`src/rtl/c16f_pkg.sv`:
```
// Shared types, codes and the CRC-16 byte update for the packet framer and checker.
package c16f_pkg;

	// item codes carried in the slave-side tuser
	typedef enum logic [2:0] {
		OP_SEND    = 3'd0,
		OP_END     = 3'd1,
		OP_RDATA   = 3'd2,
		OP_RCRC    = 3'd3,
		OP_ACK     = 3'd4,
		OP_TIMEOUT = 3'd5
	} op_t;

	// transaction status codes
	localparam logic [1:0] ST_OK      = 2'd0;
	localparam logic [1:0] ST_CRC_ERR = 2'd1;
	localparam logic [1:0] ST_NACK    = 2'd2;
	localparam logic [1:0] ST_TIMEOUT = 2'd3;

	// result kinds
	localparam logic KIND_LINE   = 1'b0;
	localparam logic KIND_STATUS = 1'b1;

	localparam logic [15:0] CRC_POLY   = 16'h1021;
	localparam logic [7:0]  ACK_BYTE   = 8'hFF;

	// one result word
	typedef struct packed {
		logic       kind;
		logic [7:0] line_byte;
		logic [1:0] status;
		logic       last;
	} res_t;

	// up to two result words made by one item
	typedef struct packed {
		logic [1:0] n;
		res_t       w0;
		res_t       w1;
	} res_pair_t;

	// CRC-16, MSB first, one byte in eight shift steps
	function automatic logic [15:0] crc_feed(input logic [15:0] crc, input logic [7:0] b);
		logic [15:0] c;
		c = crc ^ {b, 8'h00};
		for (int k = 0; k < 8; k++) begin
			if (c[15]) begin
				c = {c[14:0], 1'b0} ^ CRC_POLY;
			end else begin
				c = {c[14:0], 1'b0};
			end
		end
		return c;
	endfunction

endpackage

```
`src/rtl/c16f_engine.sv`:
```
// Framing and reply check: CRC state and the result words for one registered item.
module c16f_engine (
	input  logic                 clk,
	input  logic                 arst_n,
	input  logic                 advance,
	input  c16f_pkg::op_t        op,
	input  logic [7:0]           byte_in,
	input  logic                 first,
	output c16f_pkg::res_pair_t  res
);
	import c16f_pkg::*;

	logic [15:0] crc_q;
	logic [7:0]  rx_high_q;
	logic        phase_q;

	logic [15:0] crc_d;
	logic [7:0]  rx_high_d;
	logic        phase_d;
	logic [15:0] crc_fed;

	// CRC over the incoming byte, cleared first on a start of packet
	assign crc_fed = crc_feed((op == OP_SEND && first) ? 16'h0000 : crc_q, byte_in);

	// item decode: next state and result words
	always_comb begin
		crc_d     = crc_q;
		rx_high_d = rx_high_q;
		phase_d   = phase_q;
		res       = '0;
		unique case (op)
			OP_SEND: begin
				crc_d     = crc_fed;
				if (first) begin
					phase_d = 1'b0;
				end
				res.n     = 2'd1;
				res.w0    = '{kind: KIND_LINE, line_byte: byte_in, status: ST_OK, last: 1'b1};
			end
			OP_END: begin
				phase_d   = 1'b0;
				res.n     = 2'd2;
				res.w0    = '{kind: KIND_LINE, line_byte: crc_q[15:8], status: ST_OK,
					last: 1'b0};
				res.w1    = '{kind: KIND_LINE, line_byte: crc_q[7:0], status: ST_OK,
					last: 1'b1};
			end
			OP_RDATA: begin
				crc_d     = crc_fed;
			end
			OP_RCRC: begin
				if (!phase_q) begin
					rx_high_d = byte_in;
					phase_d   = 1'b1;
				end else begin
					phase_d   = 1'b0;
					res.n     = 2'd1;
					res.w0    = '{kind: KIND_STATUS, line_byte: 8'h00,
						status: ({rx_high_q, byte_in} == crc_q) ? ST_OK : ST_CRC_ERR,
						last: 1'b1};
				end
			end
			OP_ACK: begin
				phase_d   = 1'b0;
				res.n     = 2'd1;
				res.w0    = '{kind: KIND_STATUS, line_byte: 8'h00,
					status: (byte_in == ACK_BYTE) ? ST_OK : ST_NACK, last: 1'b1};
			end
			OP_TIMEOUT: begin
				phase_d   = 1'b0;
				res.n     = 2'd1;
				res.w0    = '{kind: KIND_STATUS, line_byte: 8'h00, status: ST_TIMEOUT,
					last: 1'b1};
			end
			default: begin
				// unused codes leave everything untouched
			end
		endcase
	end

	// state update on each accepted item
	always_ff @(posedge clk or negedge arst_n) begin
		if (!arst_n) begin
			crc_q     <= '0;
			rx_high_q <= '0;
			phase_q   <= 1'b0;
		end else if (advance) begin
			crc_q     <= crc_d;
			rx_high_q <= rx_high_d;
			phase_q   <= phase_d;
		end
	end

endmodule

```
`src/rtl/c16f_outq.sv`:
```
// Small result queue: takes up to two words a cycle, gives one word a cycle while the receiver pops it.
module c16f_outq #(
	parameter int DEPTH = 4
) (
	input  logic                 clk,
	input  logic                 arst_n,
	input  c16f_pkg::res_pair_t  push,
	output logic                 room,
	output logic                 valid,
	input  logic                 pop,
	output c16f_pkg::res_t       head
);
	import c16f_pkg::*;

	localparam int PW = (DEPTH > 1) ? $clog2(DEPTH) : 1;
	localparam int CW = $clog2(DEPTH + 1);

	res_t          mem_q [DEPTH];
	logic [PW-1:0] wr_q;
	logic [PW-1:0] rd_q;
	logic [CW-1:0] count_q;
	logic [PW-1:0] wr_1;
	logic [PW-1:0] wr_2;
	logic [PW-1:0] rd_1;
	logic          do_pop;
	logic          past_ok_q;

	function automatic logic [PW-1:0] inc(input logic [PW-1:0] p);
		return (p == PW'(DEPTH - 1)) ? '0 : p + PW'(1);
	endfunction

	assign wr_1   = inc(wr_q);
	assign wr_2   = inc(wr_1);
	assign rd_1   = inc(rd_q);
	assign do_pop = pop && valid;

	// room for a two-word item, judged on the registered fill
	assign room  = (count_q <= CW'(DEPTH - 2));
	assign valid = (count_q != '0);
	assign head  = mem_q[rd_q];

	// storage words
	always_ff @(posedge clk) begin
		if (push.n != 2'd0) begin
			mem_q[wr_q] <= push.w0;
		end
		if (push.n == 2'd2) begin
			mem_q[wr_1] <= push.w1;
		end
	end

	// pointers and fill
	always_ff @(posedge clk or negedge arst_n) begin
		if (!arst_n) begin
			wr_q      <= '0;
			rd_q      <= '0;
			count_q   <= '0;
			past_ok_q <= 1'b0;
		end else begin
			past_ok_q <= 1'b1;
			case (push.n)
				2'd1:    wr_q <= wr_1;
				2'd2:    wr_q <= wr_2;
				default: wr_q <= wr_q;
			endcase
			if (do_pop) begin
				rd_q <= rd_1;
			end
			count_q <= count_q + CW'(push.n) - CW'(do_pop);
		end
	end

	a_no_overflow: assert property (@(posedge clk) disable iff (!arst_n)
		(CW + 1)'(count_q) + (CW + 1)'(push.n) <= (CW + 1)'(DEPTH))
		else $error("result queue overflow");

	a_fill_tracks: assert property (@(posedge clk) disable iff (!arst_n)
		past_ok_q |-> count_q == $past(count_q) + CW'($past(push.n)) - CW'($past(do_pop)))
		else $error("result queue fill out of step");

	a_pair_last: assert property (@(posedge clk) disable iff (!arst_n)
		push.n == 2'd2 |-> (push.w1.last && !push.w0.last))
		else $error("two-word item with misplaced last");

endmodule

```
`src/rtl/crc16_packet_framer_checker_top.sv`:
```
// Top level of the CRC-16 packet framer and reply checker.
//
// Slave channel s_*: one word per item. tuser carries the item code and the
// start-of-packet flag, tdata the byte sent or received.
// Master channel m_*: result words. tuser marks a line byte (0) or a status
// (1), tdata carries the line byte and the status code, tlast marks the
// final word of an item.
// A send byte gives one line word, an end item gives the CRC as two line
// words high byte first, a second reply CRC byte, an ack byte or a timeout
// gives one status word; reply data and a first reply CRC byte give none.
// Order: an accepted word is held in the input register and processed there
// once the result queue has room; its result words are written into the queue
// and from there presented on m_* to the receiver.
// Throughput: one item per cycle while the result queue has room for two
// words; an end item gives two words to the master side, so the queue
// depth sets how long the slave side keeps flowing when results back up.
// Reset clears the CRC, the stored high byte and the byte phase and empties
// the queue. When the receiver stalls the queue fills and s_tready drops.
module crc16_packet_framer_checker_top #(
	parameter int OUTQ_DEPTH = 4
) (
	input  logic        clk,
	input  logic        arst_n,
	input  logic        s_tvalid,
	output logic        s_tready,
	input  logic [7:0]  s_tdata,   // [7:0] byte_in
	input  logic [3:0]  s_tuser,   // [2:0] op, [3] first
	output logic        m_tvalid,
	input  logic        m_tready,
	output logic [15:0] m_tdata,   // [7:0] line_byte, [9:8] status, [15:10] zero
	output logic [0:0]  m_tuser,   // [0] kind
	output logic        m_tlast
);
	import c16f_pkg::*;

	logic        valid_s1;
	op_t         op_s1;
	logic [7:0]  byte_s1;
	logic        first_s1;
	logic        advance;
	logic        room;
	res_pair_t   eng_res;
	res_pair_t   push;
	res_t        head;

	assign advance  = valid_s1 && room;
	assign s_tready = !valid_s1 || advance;

	// input register
	always_ff @(posedge clk or negedge arst_n) begin
		if (!arst_n) begin
			valid_s1 <= 1'b0;
		end else if (s_tready) begin
			valid_s1 <= s_tvalid;
		end
	end

	always_ff @(posedge clk) begin
		if (s_tready && s_tvalid) begin
			op_s1    <= op_t'(s_tuser[2:0]);
			byte_s1  <= s_tdata;
			first_s1 <= s_tuser[3];
		end
	end

	c16f_engine u_engine (
		.clk     (clk),
		.arst_n  (arst_n),
		.advance (advance),
		.op      (op_s1),
		.byte_in (byte_s1),
		.first   (first_s1),
		.res     (eng_res)
	);

	// only an item that moves on pushes words
	always_comb begin
		push = eng_res;
		if (!advance) begin
			push.n = 2'd0;
		end
	end

	c16f_outq #(
		.DEPTH (OUTQ_DEPTH)
	) u_outq (
		.clk    (clk),
		.arst_n (arst_n),
		.push   (push),
		.room   (room),
		.valid  (m_tvalid),
		.pop    (m_tready),
		.head   (head)
	);

	// master-side packing
	assign m_tdata = {6'b000000, head.status, head.line_byte};
	assign m_tuser = head.kind;
	assign m_tlast = head.last;

endmodule

```
`config.mk`:
```
export PLATFORM = sky130hd
export DESIGN_NAME = crc16_packet_framer_checker_top
export DESIGN_NICKNAME = d
export VERILOG_FILES = /design/src/rtl/c16f_pkg.sv /design/src/rtl/c16f_engine.sv /design/src/rtl/c16f_outq.sv /design/src/rtl/crc16_packet_framer_checker_top.sv
export SDC_FILE = /design/constraint.sdc
export NUM_CORES = 1
export LEC_CHECK = 0
export ABC_AREA = 1
export BUFFER_PORTS_ARGS = -buffer_cell sky130_fd_sc_hd__buf_2
export CAP_MARGIN = 20
export CORE_ASPECT_RATIO = 2
export CORE_MARGIN = 10
export CORE_UTILIZATION = 29
export CTS_CLUSTER_DIAMETER = 40
export DETAILED_ROUTE_END_ITERATION = 7
export PLACE_DENSITY = 0.49
export SYNTH_ARGS = -nofsm -noshare
export SYNTH_HDL_FRONTEND = slang
export SYNTH_SLANG_ARGS = --single-unit
```
`constraint.sdc`:
```
create_clock -name clk -period 2 [get_ports clk]
set_clock_uncertainty 0.2 [all_clocks]
set_input_delay 0.1 -clock clk [delete_from_list [all_inputs] [get_ports clk]]
set_output_delay 0.1 -clock clk [all_outputs]
set_load 0.01 [all_outputs]
```
---- Yosys cells after proc, flatten, opt, wreduce, memory -nomap -nowiden ----
Memory sizes are Yosys's and may differ from the RTL's.
Cells that the tools add are included.
operators by class
  magnitude comparators ................... 1
  reduce and logical (&&, ||, !) cells .... 16
  add/sub/neg operators ................... 5
  eq/ne operators ......................... 13
  mux-type cells .......................... 26
  bitwise gates (word level) .............. 10
operators with widths
  operator                                                               count
  13-bit two-way mux                                                     9
  14-bit case mux with 5 select lines                                    1
  3-bit NOT                                                              8
  16-bit == test                                                         1
  16-bit two-way mux                                                     1
  16-bit bitwise XOR                                                     1
  11-bit two-way mux                                                     1
  2-bit two-way mux                                                      5
  2-bit == test, second input constant                                   4
  8-bit == test, second input constant                                   1
  1-bit two-way mux                                                      7
  2-bit by 1-bit adder with 2-bit output, second input constant          3
  3-bit by 2-bit == test with 1-bit output, second input constant        2
  3-bit == test, second input constant                                   2
  3-bit AND reduction                                                    2
  3-bit nonzero test                                                     2
  1-bit logical AND                                                      4
  2-bit case mux with 2 select lines                                     1
  2-bit nonzero test                                                     2
  3-bit by 2-bit adder with 3-bit output                                 1
  3-bit by 1-bit == test with 1-bit output, second input constant        1
  3-bit by 2-bit <= comparator with 1-bit output, second input constant  1
  3-bit logical NOT                                                      1
  1-bit case mux with 3 select lines                                     1
  other kinds (9)                                                        9
word-level totals
  word-level logic and storage cells ...... 82
  flip-flop bits (word level) ............. 45
  memory bits (writable) .................. 48
  memories ................................ 1
  output and inout port bits .............. 20
  bits of input ports ..................... 16
memories
  memory        words  bits a word  rd ports  clocked after memory_dff  wr ports  line             RTL
  u_outq.mem_q  4      12           1         0                         2         c16f_outq.sv:18  res_t mem_q [DEPTH];

---- Logic depth before layout (Yosys ltp) ----
  word-level depth ........................ 20
  mapped depth ............................ 16
  gate-level depth less buffers ........... 15

---- Hierarchy ----
A second synthesis with hierarchy kept.
unflattened totals
  cell total of the unflattened synthesis .. 603
  area total of the unflattened synthesis .. 5297.6 um2
modules (own cells, without submodules)
  module                           instances  cells each  seq. area each (um2)  area an instance (um2)
  c16f_outq                        1          300         1616.6                2959.1
  c16f_engine                      1          272         625.6                 1859.3
  crc16_packet_framer_checker_top  1          31          385.4                 479.2

---- Worst setup path after synthesis ----
No wires, ideal clock.
  kind .................................... register -> register
  from .................................... register op_s1[2]
  to ...................................... memory u_outq.mem_q[1][3] in the netlist's numbering, data pin
  path slack .............................. -0.209 ns
  library setup time ...................... 0.152 ns
  data arrival time ....................... 1.857 ns
  period minus slack after synthesis ...... 2.209 ns
  cell stages (with the launch flop) ...... 16
  path buffers ............................ 1
  cells stage by stage .................... edfxtp_1 -> nor2_4 -> inv_2 -> nand2_1 -> nand2_1 -> inv_2 -> nand2_4 -> ha_1 -> nand2_1 -> inv_1 -> nor2_1 -> inv_1 -> a21oi_1 -> buf_2 -> nand2_1 -> o21ai_0
RTL lines
  element                 line                                   RTL
  from (decl)             crc16_packet_framer_checker_top.sv:37  op_t op_s1;
  from (signal assigned)  crc16_packet_framer_checker_top.sv:60  op_s1 <= op_t'(s_tuser[2:0]);
  to (decl)               c16f_outq.sv:18

==> summary.md <==
| Metric | Value |
|---|---|
| Layout Cells excl Fill | 969 |
| # nets final | 782 |
| PortBufs | 29 |
| Pre-CTS setup slack | -0.2937 ns |
| Synth warnings | 0 |
| Initial antenna violation count | 0 |
| Die span in y | 208.1 um |
| # H-tree levels | 3 |
| I/O pins | 36 |
| Slew Viols, Final | 0 |
| Failing checks | negative setup slack |
| Pin count of the biggest net entering global routing | 34 |
| Minimum hold slack | 0.09462 ns |
| Hold Path Class | input port to flop |
| Final setup vio count | 78 |
| Diode count | 0 |
| Critical Path RT | 1.94 ns |
| Slew @ Worst Pin | 0.8599 ns |
| Row count | 68 |
| Vias in the first global route | 4,700 |
| Crit path kind | flop to flop |
| Wirelength per Cell | 15.85 um |
| Clk_lat worst skew | 0.35 ns |
| Number of vias per cell | 4.778 |
| Post-synthesis cell area | 5132 um2 |
| CTS tree | done |
| Critical path arrival | 2.09 ns |
| Placed instance count | 918 |
| GRT Total Usage | 12.65% |
| Antenna-violating nets left | 0 |
| DPL Wire Length | 11,590 um |
| # Max-Cap Violations | 0 |
| CTS Sinks | 93 |
| Mapped Cells | 633 |
| Tcrit/Tclk final | 107.4% |
| P per Cell Area | 1393 nW/um2 |
| Reg clk slew, reported paths | 0.06 ns |
| GR Util met2 | 25.54% |
| Final instance area | 7121 um2 |
| Leak | 3.242 nW |
| Commonest cells after routing, fill and taps aside | nand2_1 (181), buf_4 (62), o21ai_0 (51) |
| TNS Setup | -3.406 ns |
| Cell Area, Placed | 6065 um2 |
| Share of cells above drive strength 1 | 29.12% |
| Avg Inst Size Synth | 8.108 um2 |
| Root Buffer | clkbuf_16 |
| Worst relative slew slack | 42.67% |
| Cts bufs inserted | 9 |
| GRT Max-Usage Layer | met2 |
| First-pass GRT wire length | 23,950 um |
| Met3 Track Usage GR | 2.276% |
| CP endpoint kind | flop |
| Final WL | 15,360 um |
| Most common cell after layout, fill and taps aside | nand2_1 |
| Status | finished with violations |
| TritonRoute pass-1 iters | 5 |
| GRT overflow | 0 |
| Seq cells post-synth | 93 |
| Max VDD drop | 0.5625 mV |
| R2R Setup Slk | -0.15 ns |
| Max FO, Critical Path | 8 |
| Synth-to-Final Area Change | 38.74% |
| Period minus WS final | 2.149 ns |
| Count of final hold-check violations | 0 |
| Remaining DRCs | 0 |
| Final WS setup | -0.1485 ns |
| Starting Density | 29.57% |
| Clock Tree Buf Depth | 2 |
| DIE AREA | 23,740 um2 |
| Via count | 4,630 |
| Sequential fraction of the synthesis area | 48.85% |
| Yosys cell types | 34 |
| M1 GR Usage | 11.35% |
| CP Launch Type | flop |
| RSZ-0062 raised after global routing | true |
| Layout fillers | 1,730 |
| Final GP Congestion | 0.8603 |
| Core area | 17,360 um2 |
| Detailed Route Iter0 Violations | 172 |
| Die width | 114.1 um |
| Max Clock Freq | 0.4654 GHz |
-- timing repair --
action / in CTS / in global routing
setup buffers: 9 / 8
hold endpoints to repair: 46 / 0
endpoints found under the setup margin: 84 / 99
hold buffers: 14 / 0
cloned: 1 / 4
pin swaps: 7 / 21
gates resized for setup: 42 / 75
-- registers in the layout, indices dropped and copies added, names as in the netlist --
register	cells
byte_s1	8
u_engine.rx_high_q	8
first_s1	1
u_outq.mem_q	48
u_outq.count_q	3
u_engine.phase_q	1
u_outq.wr_q	2
op_s1	3
u_outq.rd_q	2
valid_s1	1
u_engine.crc_q	16
-- metrics by stage --
| stage | utilization (%) | power [W] |
|---|---|---|
| 6_report | 41.03 | 0.009921 |
| 5_1_grt | 41.03 | 0.01069 |
| 4_1_cts | 38.93 | 0.009632 |
| 3_5_place_dp | 34.94 | 0.007449 |
| 3_3_place_gp | 34.94 | 0.007334 |
| 2_1_floorplan | - | 0.005696 |
-- layout make-up --
class                           instances  area (um2)  area share (%)
Clock buffer                           10       239.0           3.356
Clock inverter                          6       85.08           1.195
Inverter                               58       229.0           3.216
Multi-Input combinational cell        465        2671           37.52
Sequential cell                        93        2507           35.21
Tap cell                              210       262.8           3.690
Timing Repair Buffer                  127        1126           15.81
-- where the power goes --
group          internal (W)  total, W  switching (W)  leakage (nW)
clock network       0.00113   0.00186       0.000735         0.157
logic               0.00207   0.00493        0.00286          2.14
registers           0.00266   0.00313       0.000464         0.950
total               0.00586   0.00992        0.00406          3.24
-- worst paths after layout --
check	start	end	depth (start not counted)
max in group asynchronous	arst_n	u_engine.rx_high_q[4]$_DFFE_PN0P_	2
hold reg to reg	u_outq.mem_q[2][11]$_SDFFE_PP0P_	u_outq.mem_q[2][11]$_SDFFE_PP0P_	2
min in group asynchronous	arst_n	u_outq.count_q[1]$_DFF_PN0_	2
setup / recovery	u_outq.count_q[1]$_DFF_PN0_	u_outq.mem_q[2][9]$_DFFE_PP_	11
setup reg to reg	u_outq.count_q[1]$_DFF_PN0_	u_outq.mem_q[2][9]$_DFFE_PP_	11
hold / removal	m_tready	u_outq.rd_q[0]$_DFFE_PN0P_	5
-- routing by layer --
metal  wire length, um  up-vias
li1                  -     2320
met1              5117     2225
met2              9426       65
met3               377       20
met4               436        0
met5                 0        -
-- critical path: stages, from the launching register on --
cell     delay (ns)
dfrtp_1        0.40
a21oi_2        0.18
nand2_2        0.13
inv_2          0.10
nand2_4        0.06
buf_4          0.14
buf_12         0.13
nand2_8        0.08
buf_12         0.11
nand2_8        0.08
buf_12         0.17
o32ai_2        0.14
-- cells in the mapped netlist, drive strengths merged --
cell type / count / area share [%]
a21oi: 3 / 0.37
xnor2: 3 / 0.51
conb: 1 / 0.073
edfxtp: 48 / 28
o21a: 1 / 0.15
dfxtp: 12 / 4.7
o21ai: 81 / 7.9
ha: 11 / 2.7
a21boi: 1 / 0.15
nor3: 3 / 0.29
inv: 58 / 4.3
o32ai: 8 / 1.4
nand4: 2 / 0.24
xor2: 15 / 2.6
fa: 1 / 0.39
buf: 14 / 2.0
nand3: 37 / 3.7
clkbuf: 11 / 0.80
nand2: 224 / 17
dfrtp: 33 / 16
nor2: 48 / 4.3
a31oi: 1 / 0.12
o22ai: 17 / 2.1
-- logic make-up after synthesis --
| family | share of synthesized area [%] |
|---|---|
| and+or+nand+nor | 25.72 |
| AOI/OAI and AO/OA | 12.12 |
| xor gates and xnor gates | 3.072 |
| other | 0.07306 |
| DFF | 48.85 |
| buffers and inverters | 7.094 |
| adders and majority gates | 3.072 |
Note: power is estimated with default switching activity, not from simulation.
